[src/rtl/core/dnp_pkg.sv]
// Package for the decimal number parser: character codes, pipeline widths,
// the power-of-ten table and the structs passed between the parser and the
// Q16.16 converter. No dependencies.
package dnp_pkg;

    localparam int MANTISSA_BITS_DEF = 31;

    // The remainder of the conversion divider stays below the divisor unless
    // the quotient saturates, and the largest divisor (10^15) needs 50 bits.
    localparam int REM_W      = 50;
    // Quotient bits kept by the divider: floor(a * 2^17 / 10^f) below 2^33.
    localparam int QUO_W      = 33;
    localparam int Q_FRAC     = 16;
    localparam int EXT_W      = REM_W + Q_FRAC;

    localparam int IN_DATA_W  = 8;
    localparam int OUT_DATA_W = 72;
    localparam int OUT_USER_W = 2;

    localparam logic [7:0] CH_ZERO  = 8'h30;
    localparam logic [7:0] CH_NINE  = 8'h39;
    localparam logic [7:0] CH_MINUS = 8'h2D;
    localparam logic [7:0] CH_DOT   = 8'h2E;

    localparam logic [3:0] FRAC_MAX = 4'd15;

    localparam logic [QUO_W-1:0] Q_POS_LIM = 33'h0_7FFF_FFFF;
    localparam logic [QUO_W-1:0] Q_NEG_LIM = 33'h0_8000_0000;

    typedef struct packed {
        logic [3:0] frac;
        logic       neg;
        logic       ovf;
        logic       found;
    } t_emit_flags;

    typedef struct packed {
        logic             valid;
        logic [REM_W-1:0] rem;
        logic [QUO_W-1:0] bits;
        logic [3:0]       frac;
        logic             neg;
        logic             found;
        logic             sat;
        logic             big;
        logic [31:0]      mant;
    } t_div_stage;

    typedef struct packed {
        logic [31:0] value_q16;
        logic [31:0] mantissa;
        logic [3:0]  frac_digits;
        logic        found;
        logic        saturated;
    } t_result;

    function automatic logic [REM_W-1:0] pow10(input logic [3:0] n);
        logic [REM_W-1:0] p;
        case (n)
            4'd0:    p = 50'd1;
            4'd1:    p = 50'd10;
            4'd2:    p = 50'd100;
            4'd3:    p = 50'd1000;
            4'd4:    p = 50'd10000;
            4'd5:    p = 50'd100000;
            4'd6:    p = 50'd1000000;
            4'd7:    p = 50'd10000000;
            4'd8:    p = 50'd100000000;
            4'd9:    p = 50'd1000000000;
            4'd10:   p = 50'd10000000000;
            4'd11:   p = 50'd100000000000;
            4'd12:   p = 50'd1000000000000;
            4'd13:   p = 50'd10000000000000;
            4'd14:   p = 50'd100000000000000;
            default: p = 50'd1000000000000000;
        endcase
        return p;
    endfunction

endpackage

[src/rtl/core/dnp_parser.sv]
// Byte-level parser: search, sign, digits and point, with the saturating
// digit accumulator. Emits a snapshot when a number ends and at end of data.
// Depends on dnp_pkg.
module dnp_parser import dnp_pkg::*; #(
    parameter int MANTISSA_BITS = MANTISSA_BITS_DEF
) (
    input  logic                     i_clk,
    input  logic                     i_rst_n,
    input  logic                     i_accept,
    input  logic [7:0]               i_char,
    input  logic                     i_eod,
    output logic                     o_emit,
    output logic [MANTISSA_BITS-1:0] o_emit_acc,
    output t_emit_flags              o_emit_flags
);

    localparam int ACC_W = MANTISSA_BITS + 4;

    logic                     r_in_number, n_in_number;
    logic                     r_neg, n_neg;
    logic                     r_point, n_point;
    logic                     r_ovf, n_ovf;
    logic [MANTISSA_BITS-1:0] r_acc, n_acc;
    logic [3:0]               r_frac, n_frac;

    logic             is_digit;
    logic             is_start;
    logic             cont;
    logic [ACC_W-1:0] acc_next;

    always_comb begin
        is_digit = i_char inside {[CH_ZERO:CH_NINE]};
        is_start = is_digit || (i_char inside {CH_MINUS, CH_DOT});
        cont     = !i_eod && r_in_number &&
                   (is_digit || (i_char == CH_DOT && !r_point));

        // A byte that ends the number is looked at again from a clean state.
        if (cont) begin
            n_in_number = r_in_number;
            n_neg       = r_neg;
            n_point     = r_point;
            n_ovf       = r_ovf;
            n_acc       = r_acc;
            n_frac      = r_frac;
        end else begin
            n_in_number = 1'b0;
            n_neg       = 1'b0;
            n_point     = 1'b0;
            n_ovf       = 1'b0;
            n_acc       = '0;
            n_frac      = 4'd0;
        end

        acc_next = (ACC_W'(n_acc) << 3) + (ACC_W'(n_acc) << 1) + ACC_W'(i_char[3:0]);

        if (!i_eod && (cont || is_start)) begin
            n_in_number = 1'b1;
            if (i_char == CH_MINUS) begin
                n_neg = 1'b1;
            end else if (i_char == CH_DOT) begin
                n_point = 1'b1;
            end else begin
                if (acc_next[ACC_W-1:MANTISSA_BITS] != '0) begin
                    n_acc = '1;
                    n_ovf = 1'b1;
                end else begin
                    n_acc = acc_next[MANTISSA_BITS-1:0];
                end
                if (n_point) begin
                    if (n_frac == FRAC_MAX) begin
                        n_ovf = 1'b1;
                    end else begin
                        n_frac = n_frac + 4'd1;
                    end
                end
            end
        end
    end

    // While searching the state holds its reset values, so an end-of-data
    // item in search emits the all-zero result with found clear.
    assign o_emit             = i_accept && (i_eod || (r_in_number && !cont));
    assign o_emit_acc         = r_acc;
    assign o_emit_flags.frac  = r_frac;
    assign o_emit_flags.neg   = r_neg;
    assign o_emit_flags.ovf   = r_ovf;
    assign o_emit_flags.found = r_in_number;

    always_ff @(posedge i_clk) begin
        if (!i_rst_n) begin
            r_in_number <= 1'b0;
            r_neg       <= 1'b0;
            r_point     <= 1'b0;
            r_ovf       <= 1'b0;
            r_acc       <= '0;
            r_frac      <= 4'd0;
        end else if (i_accept) begin
            r_in_number <= n_in_number;
            r_neg       <= n_neg;
            r_point     <= n_point;
            r_ovf       <= n_ovf;
            r_acc       <= n_acc;
            r_frac      <= n_frac;
        end
    end

endmodule

[config.mk]
export PLATFORM = sky130hd
export DESIGN_NAME = dnp_parser
export DESIGN_NICKNAME = d
export VERILOG_FILES = /design/src/rtl/core/dnp_pkg.sv /design/src/rtl/core/dnp_parser.sv
export SDC_FILE = /design/constraint.sdc
export NUM_CORES = 1
export LEC_CHECK = 0
export BUFFER_PORTS_ARGS = -buffer_cell sky130_fd_sc_hd__buf_2
export CORE_ASPECT_RATIO = 1.4
export CORE_MARGIN = 5
export CORE_UTILIZATION = 51
export DETAILED_ROUTE_END_ITERATION = 6
export HOLD_SLACK_MARGIN = 0.06
export PLACE_DENSITY = 0.79
export SLEW_MARGIN = 40
export SYNTH_ARGS = -nofsm -noshare
export SYNTH_HDL_FRONTEND = slang
export SYNTH_SLANG_ARGS = --single-unit
[constraint.sdc]
create_clock -name i_clk -period 8.8 [get_ports i_clk]
set_input_delay 1.76 -clock i_clk [delete_from_list [all_inputs] [get_ports i_clk]]
set_output_delay 1.76 -clock i_clk [all_outputs]
set_load 0.1 [all_outputs]
==> out/results.txt, run 1 <==
For the net total in the final layout, the log shows 663. Setup violations remaining at the end of the flow were counted as 0. Max-cap violations in this run came to 0. A synthesized cell averages 7.87 sq um.

Pin placement for this block handled 51 I/O pins. The aggregate negative setup slack is 0 ps, and the number of core rows is 40. The share of the clock period used by the worst path came out at 0.744.

The run gives 10,600 sq um as the floorplan die area. The analysis attributes to cell leakage a power of 2.10 nW. On the final layout, the worst hold slack is 498 ps.

The run gives 0.561 as the core occupancy in the finished layout. The run gives 0.459 as the worst max-slew margin expressed relative to the limit. The post-cts repair resize count is 0, and the instance count of the mapped netlist is 558. The tools report the final clock skew as 3.71 ps. The logs give 0 for the max-slew violation count and 3840 ps for the flop-to-flop setup slack.

STA classifies the critical path endpoint as a register. The tools report the required time reported for the critical path endpoint as 8960 ps. Entering global routing, the biggest net connects 37 pins. For the number of distinct standard cells referenced by the synthesized netlist, the log shows 74. For this design the ratio of total power to cell area is 82.0 nW/um^2. The simple-gate share of the synthesized area works out to 0.215. Final routed DRC violation total: 0. For this design, the CTS-stage hold fixing added 0 buffers. The tools report the number of warning messages in the yosys log as 0. The initial standard-cell utilization of the core is 0.516, and the mapped cell area is 4390 sq um. The clock insertion delay at the later pin of the skew report is 290 ps, and the maximum fanout encountered on the critical timing path is 36. The multiplexer fraction of the synthesized cell area was 0.00256.

TritonCTS built the clock tree. The proportion of register bits with asynchronous set or reset after synthesis came out at 0. Nature of the critical path startpoint: a primary input. Clock root buffer: sky130_fd_sc_hd__clkbuf_16. The run gives 0 as the global-route congestion overflow total. In this run the most critical hold path is launched from o_emit_acc[0]. The worst-case IR drop observed on VDD is 64.2 uV.

The tools report the total routing resource utilization after global routing as 0.240. The wire length per cell after detailed routing came out at 18.2 um. At the pin with the least slew margin, the transition time is 809 ps. Using the TritonRoute via totals, the vias-per-cell ratio works out to 6.42.

The clock tree synthesis step divided the H-tree into 2 levels. In this run, the number of DRC markers left after iteration 0 of detailed routing was 257. Among all flip-flop cells after synthesis, the most frequent one is sky130_fd_sc_hd__dfxtp_1.

Counting every net in the synthesized netlist gives 634. After clock tree synthesis, the clock-pin slew on the worst setup and hold paths is 60 ps. The worst register-to-register path has a depth of 14. The number of failing hold endpoints at the final stage came out at 0. In the post-synthesis netlist, the biggest area contributors are sky130_fd_sc_hd__dfxtp_1, sky130_fd_sc_hd__ha_1, sky130_fd_sc_hd__a21oi_1. The die is 120 um tall. The synthesized design spends more area on one cell type than any other, namely sky130_fd_sc_hd__dfxtp_1. The placed wire-length estimate after detailed placement was 9720 um; the area share of the leading cell type in the synthesized netlist was 0.178. The run gives 4,450 as the detailed-route via count. The terminating pin of the worst hold path is o_emit_acc[0]. The number of buffers added by the clock tree synthesis step came out at 5. The smallest clock period supported by the final layout is computed as 6550 ps. The startpoint identified for the worst register-to-register timing path is r_point. The endpoint of the lowest-slack register-to-register path is o_emit_acc[27]. Summed over all layers, the routed wires come to 12,600 um.

The number of global-route vias before repair was 4,385; the power consumption was 392 uW. The xor and xnor area share after synthesis came out at 0.0479. For the worst setup path, the data arrival time is 6710 ps. By area, the combinational part of the netlist is dominated by compound AO/OA/AOI/OAI gates. The worst min-delay path class is reg2reg.

The adder and majority cell fraction of the synthesized area was 0.186. The die width came out at 88.4 um. The post-CTS repair timing setup buffer count was 0; the total inserted antenna cells was 0. Number of I/O port buffers: 50.

The critical path class was in2reg. The first detailed-routing pass took 6 iterations. The first global-routing pass estimated 20,700 um of wire. For this run, the top clock speed supported by timing is 153 MHz.

The logs give 8510 sq um for the area of the core and 2 for the clock tree buffer depth. The synthesized-area fraction occupied by ao, oa, aoi and oai cells was 0.323; the number of sinks on the clock net was 39. The relative area change from synthesis to final layout was 8.81%.

The number of antenna violations at the first check in global routing is 0, and the remaining number of nets flagged by the antenna check after routing is 0. The fraction of final layout cells with drive strength greater than 1 came out at 0.160. Setup repair after global routing left no endpoint under its margin. At the end of routability-driven placement, the weighted congestion stood at 0.940. The synthesized design contains 39 register bits.

The flow ran to the end, and the final reports show no timing, DRC or antenna violations. The number of cells traversed by the worst hold path works out to 1. The number of enable-type register cells in the synthesized netlist is 0, and the portion of the post-synthesis area used by sequential elements is 0.178.
## worst max path at each step
| stage | startpoint | end | depth (start not counted) |
|---|---|---|---|
| after floorplan | i_char[7] | o_emit_acc[21] | 17 |
| after global placement | i_char[7] | o_emit_acc[19] | 16 |
| after detailed placement | i_char[7] | o_emit_acc[27] | 16 |
| after CTS | i_char[7] | o_emit_acc[19] | 16 |
| after global routing | i_char[7] | o_emit_acc[27] | 16 |
| final | i_char[7] | o_emit_acc[27] | 16 |
## per-layer routing
metal | GRT usage | routed length [um] | part of all wire
met5 | 0 | 0 | 0
met4 | 0.114 | 575 | 0.046
met3 | 0.0261 | 638 | 0.051
met2 | 0.425 | 6480 | 0.51
met1 | 0.281 | 4900 | 0.39
## stage by stage
step           area [sq um]  instances  setup slack (ps)
4_1_cts                4770        693              2260
2_1_floorplan          4390        558              2890
6_report               4780        693              2250
3_3_place_gp           4630        685              2120
3_5_place_dp           4630        685              1990
5_1_grt                4780        693              1910
## flip-flops by register name, summed over array words and instances (netlist names)
register     flops
o_emit_acc      31
r_frac           4
r_in_number      1
r_neg            1
r_ovf            1
r_point          1
## cells in the final DEF, fill, tap and decap left out, types with 3 or more instances in the layout
cell type / synthesis / layout
sky130_fd_sc_hd__nand4_1: 10 / 10
sky130_fd_sc_hd__ha_1: 62 / 62
sky130_fd_sc_hd__or3_1: 5 / 5
sky130_fd_sc_hd__a211o_1: 3 / 3
sky130_fd_sc_hd__nor2b_1: 5 / 5
sky130_fd_sc_hd__a311oi_1: 6 / 6
sky130_fd_sc_hd__and2_1: 33 / 33
sky130_fd_sc_hd__nand3_1: 10 / 10
sky130_fd_sc_hd__nand2_1: 43 / 42
sky130_fd_sc_hd__a211oi_2: 8 / 8
sky130_fd_sc_hd__buf_2: 9 / 50
sky130_fd_sc_hd__inv_1: 13 / 13
sky130_fd_sc_hd__nand2b_1: 3 / 3
sky130_fd_sc_hd__o21bai_1: 3 / 3
sky130_fd_sc_hd__and3_1: 5 / 5
sky130_fd_sc_hd__o21ai_1: 9 / 9
sky130_fd_sc_hd__o21ai_0: 24 / 24
sky130_fd_sc_hd__a31oi_1: 15 / 15
sky130_fd_sc_hd__a21oi_2: 4 / 4
sky130_fd_sc_hd__nor2_1: 38 / 37
sky130_fd_sc_hd__a21oi_1: 80 / 80
sky130_fd_sc_hd__dfxtp_1: 39 / 39
sky130_fd_sc_hd__a21o_1: 8 / 8
sky130_fd_sc_hd__clkbuf_16: 0 / 5
sky130_fd_sc_hd__xor2_1: 12 / 12
sky130_fd_sc_hd__nor3_1: 13 / 13
sky130_fd_sc_hd__a32o_1: 4 / 4
sky130_fd_sc_hd__xnor2_1: 12 / 12
sky130_fd_sc_hd__o211ai_1: 3 / 3
sky130_fd_sc_hd__nor4_1: 3 / 3
sky130_fd_sc_hd__a211oi_1: 9 / 9
## worst max-delay path, stage by stage
cell                        delay (ps)
sky130_fd_sc_hd__buf_2             100
sky130_fd_sc_hd__or3b_4            400
sky130_fd_sc_hd__nor4_4            410
sky130_fd_sc_hd__o21a_2            590
sky130_fd_sc_hd__and2_1            290
sky130_fd_sc_hd__fa_1              490
sky130_fd_sc_hd__fa_1              490
sky130_fd_sc_hd__a21oi_2           210
sky130_fd_sc_hd__o211ai_2          150
sky130_fd_sc_hd__a41oi_4           340
sky130_fd_sc_hd__a2111oi_4         120
sky130_fd_sc_hd__o211ai_1          180
sky130_fd_sc_hd__a21bo_4           250
sky130_fd_sc_hd__a211oi_4          320
sky130_fd_sc_hd__and3_4            450
sky130_fd_sc_hd__a311oi_1          130
## power breakdown
part / internal, mW / switching (mW)
clock: 0.105 / 0.0829
sequential: 0.177 / 0.000419
combinational: 0.00608 / 0.0208
total: 0.288 / 0.104
## Yosys cell counts, types with 5 or more instances
library cell,instances
sky130_fd_sc_hd__nor2_1,38
sky130_fd_sc_hd__and2_1,33
sky130_fd_sc_hd__o21ai_0,24
sky130_fd_sc_hd__a21oi_1,80
sky130_fd_sc_hd__nand4_1,10
sky130_fd_sc_hd__nor3_1,13
sky130_fd_sc_hd__dfxtp_1,39
sky130_fd_sc_hd__nand3_1,10
sky130_fd_sc_hd__o21ai_1,9
sky130_fd_sc_hd__or3_1,5
sky130_fd_sc_hd__a31oi_1,15
sky130_fd_sc_hd__a211oi_2,8
sky130_fd_sc_hd__clkbuf_1,15
sky130_fd_sc_hd__ha_1,62
sky130_fd_sc_hd__buf_2,9
sky130_fd_sc_hd__a21o_1,8
sky130_fd_sc_hd__a311oi_1,6
sky130_fd_sc_hd__nor2b_1,5
sky130_fd_sc_hd__inv_1,13
sky130_fd_sc_hd__and3_1,5
sky130_fd_sc_hd__xor2_1,12
sky130_fd_sc_hd__xnor2_1,12
sky130_fd_sc_hd__a211oi_1,9
sky130_fd_sc_hd__nand2_1,43
## cell families (layout without fill, tap and decap cells)
family	Yosys count	count (layout)
muxes	1	1
buffers and inverters	44	74
xor gates and xnor gates	24	24
AOI/OAI and AO/OA	205	205
DFF	39	39
and+or+nand+nor	181	181
adders and majority gates	64	64
## final cells by class
cell class                      count  area [sq um]
Clock buffer                        5           125
Sequential cell                    39           781
Multi-Input combinational cell    475          3400
Clock inverter                      3          20.0
Inverter                           14          52.6
Tap cell                          105           131
Fill cell                         858          3730
Timing Repair Buffer               52           265
Note: power is estimated with default switching activity, not from simulation.
==> inputs of run 2 (changes only) <==
PLACE_DENSITY = 0.82   (was 0.79)
clock period = 5.91 ns   (was 8.8 ns; I/O delays follow)
==> out/results.txt, run 2 (synthesis gave the netlist of run 1 again) <==
The overall die height is 120 um, and the clock insertion delay at the later pin of the skew report is 290 ps. The maximum vdd ir drop was 109 uV; the leakage power figure was 2.15 nW. TritonCTS built the clock tree.

In this run the number of H-tree levels came out at 2. The logic depth of the worst register-to-register path is 15. The tools report the final routed DRC violation total as 0.

The initial standard-cell utilization of the core is 0.516, and the final clock skew is 3.14 ps. Placed wire-length estimate after detailed placement: 9670 um. The die width is 88.4 um. For hold timing, the worst endpoint is o_emit_acc[1]. The max-slew violation count was 0. STA classifies the critical path startpoint as a primary input. The tools report the critical hold path startpoint as o_emit_acc[1]. The number of antenna violations at the first check in global routing came out at 0.

The share of the clock period used by the worst path is 0.910. The fraction of final layout cells with drive strength greater than 1 was 0.164. The tools report the clock root buffer as sky130_fd_sc_hd__clkbuf_16. For this run, the post-layout net count is 667. The global placer's final weighted congestion was 0.954; the number of vias per cell after detailed routing was 6.47. In this run the worst setup path begins at i_char[7]. Number of cells traversed by the worst hold path: 1. The worst register-to-register path begins at r_point.

Dividing the detail-routed wire length by the instance count gives 18.1 um. In this run the worst hold path is classified as reg2reg. The post-CTS repair timing setup buffer count is 0.

The library cells used most frequently in the layout, excluding fill and tap cells, are sky130_fd_sc_hd__a21oi_1, sky130_fd_sc_hd__ha_1, sky130_fd_sc_hd__buf_2. The tool flagged a number of max-cap violations equal to 0. Required time reported for the critical path endpoint: 6070 ps. The logs give 0.243 for the total routing resource utilization after global routing and 5530 ps for the endpoint arrival time on the critical path. Overall power consumption after layout is estimated at 659 uW. TritonCTS created 5 clock buffers. Setup repair after global routing left no endpoint under its margin.

Wire length of the first global-routing pass: 21,000 um. The logs give 10,600 sq um for the floorplan die area and 0 for the number of hold buffers added after cts. In this run the power density over the cells is 136 nW/um^2. The worst register-to-register path has a setup slack of 1530 ps.

The worst max-slew margin expressed relative to the limit was 0.409; the final critical path time including I/O delays and setup was 5380 ps. For this design, the sink count on the clock tree is 39. The logs give 0 for the total inserted antenna cells and 186 MHz for the highest clock rate. Post-CTS repair changed the size of 0 cells. Across all layers, the routed design uses 4,511 vias. The clock-pin slew of the registers on the worst-case setup and hold paths is 60 ps. The floorplan has 40 rows. The iteration count of the initial detailed-routing pass is 5, and the area of the core is 8510 sq um. Wires add up to 12,600 um. The endpoint of the lowest-slack register-to-register path is o_emit_acc[27]. STA classifies the critical path endpoint as a register. The global-route congestion overflow total was 0; the number of setup violations in the final report was 0. The filler cells instantiated in the layout total 784. In this run the count of I/O pins placed on the die edge is 51. The run gives 2 as the clock tree buffer depth. The run finished with clean final reports.

The number of global-route vias before repair came out at 4,424. The critical path is of the in2reg type. The remaining number of nets flagged by the antenna check after routing was 0; the aggregate negative setup slack was 0 ps. During placement, the flow inserted port buffers numbering 50.

The number of failing hold endpoints at the final stage was 0; the number of flip-flops in the largest register was 31. The number of DRC markers after the initial detailed-route iteration came out at 246. The maximum fanout encountered on the critical timing path is 16, and the largest net degree at the start of global routing is 31. The most common cell after layout, fill and taps aside was sky130_fd_sc_hd__a21oi_1.

The relative area change from synthesis to final layout is 10.5%, and the worst-margin pin slew is 884 ps.
run 2: critical path: stages:
cell	delay, ps
sky130_fd_sc_hd__buf_2	110
sky130_fd_sc_hd__or3b_4	410
sky130_fd_sc_hd__nor4_4	290
sky130_fd_sc_hd__o21a_2	220
sky130_fd_sc_hd__buf_4	200
sky130_fd_sc_hd__and2_1	190
sky130_fd_sc_hd__ha_1	250
sky130_fd_sc_hd__ha_1	470
sky130_fd_sc_hd__nand2_1	170
sky130_fd_sc_hd__o21ai_1	250
sky130_fd_sc_hd__a211oi_1	100
sky130_fd_sc_hd__a31oi_1	330
sky130_fd_sc_hd__nand4_1	180
sky130_fd_sc_hd__a21bo_4	250
sky130_fd_sc_hd__a211oi_4	320
sky130_fd_sc_hd__and3_4	450
sky130_fd_sc_hd__a311oi_1	130
run 2: cell type report:
type / count / area (sq um) / share of cell area
Sequential cell: 39 / 781 / 0.161
Timing Repair Buffer: 56 / 295 / 0.0609
Clock inverter: 2 / 60.1 / 0.0124
Clock buffer: 6 / 129 / 0.0266
Inverter: 14 / 52.6 / 0.0108
Multi-Input combinational cell: 475 / 3400 / 0.701
Tap cell: 105 / 131 / 0.0271
run 2: worst max-delay path by stage:
stage          slack, ps             end  cells after the start
2_1_floorplan        570  o_emit_acc[21]                     17
3_3_place_gp         390  o_emit_acc[19]                     16
3_5_place_dp         270  o_emit_acc[27]                     16
4_1_cts              540  o_emit_acc[27]                     16
5_1_grt              240  o_emit_acc[19]                     17
6_report             530  o_emit_acc[27]                     17
run 2: per-layer routing:
layer | share of wire | up-vias | track usage
met3 | 0.055 | 51 | 0.0350
met1 | 0.39 | 2135 | 0.285
met5 | 0 | - | 0
met4 | 0.042 | 0 | 0.116
met2 | 0.51 | 173 | 0.423
li1 | - | 2152 | -
run 2: stage by stage:
| step | utilization | instance area [sq um] | hold WS [ps] | worst slack, ps | cells |
|---|---|---|---|---|---|
| final | 0.570 | 4850 | 492 | 533 | 697 |
| after global routing | 0.570 | 4850 | 508 | 241 | 697 |
| after CTS | 0.570 | 4850 | 490 | 544 | 697 |
| after detailed placement | 0.548 | 4660 | 476 | 274 | 689 |
| after global placement | 0.547 | 4660 | 479 | 394 | 689 |
| after floorplan | - | 4390 | 458 | 573 | 558 |
run 2: power by group:
part / internal (mW) / switching (mW) / total (mW)
Combinational: 0.00918 / 0.0317 / 0.0409
Clock: 0.242 / 0.112 / 0.354
Sequential: 0.263 / 0.000508 / 0.264
Total: 0.515 / 0.144 / 0.659
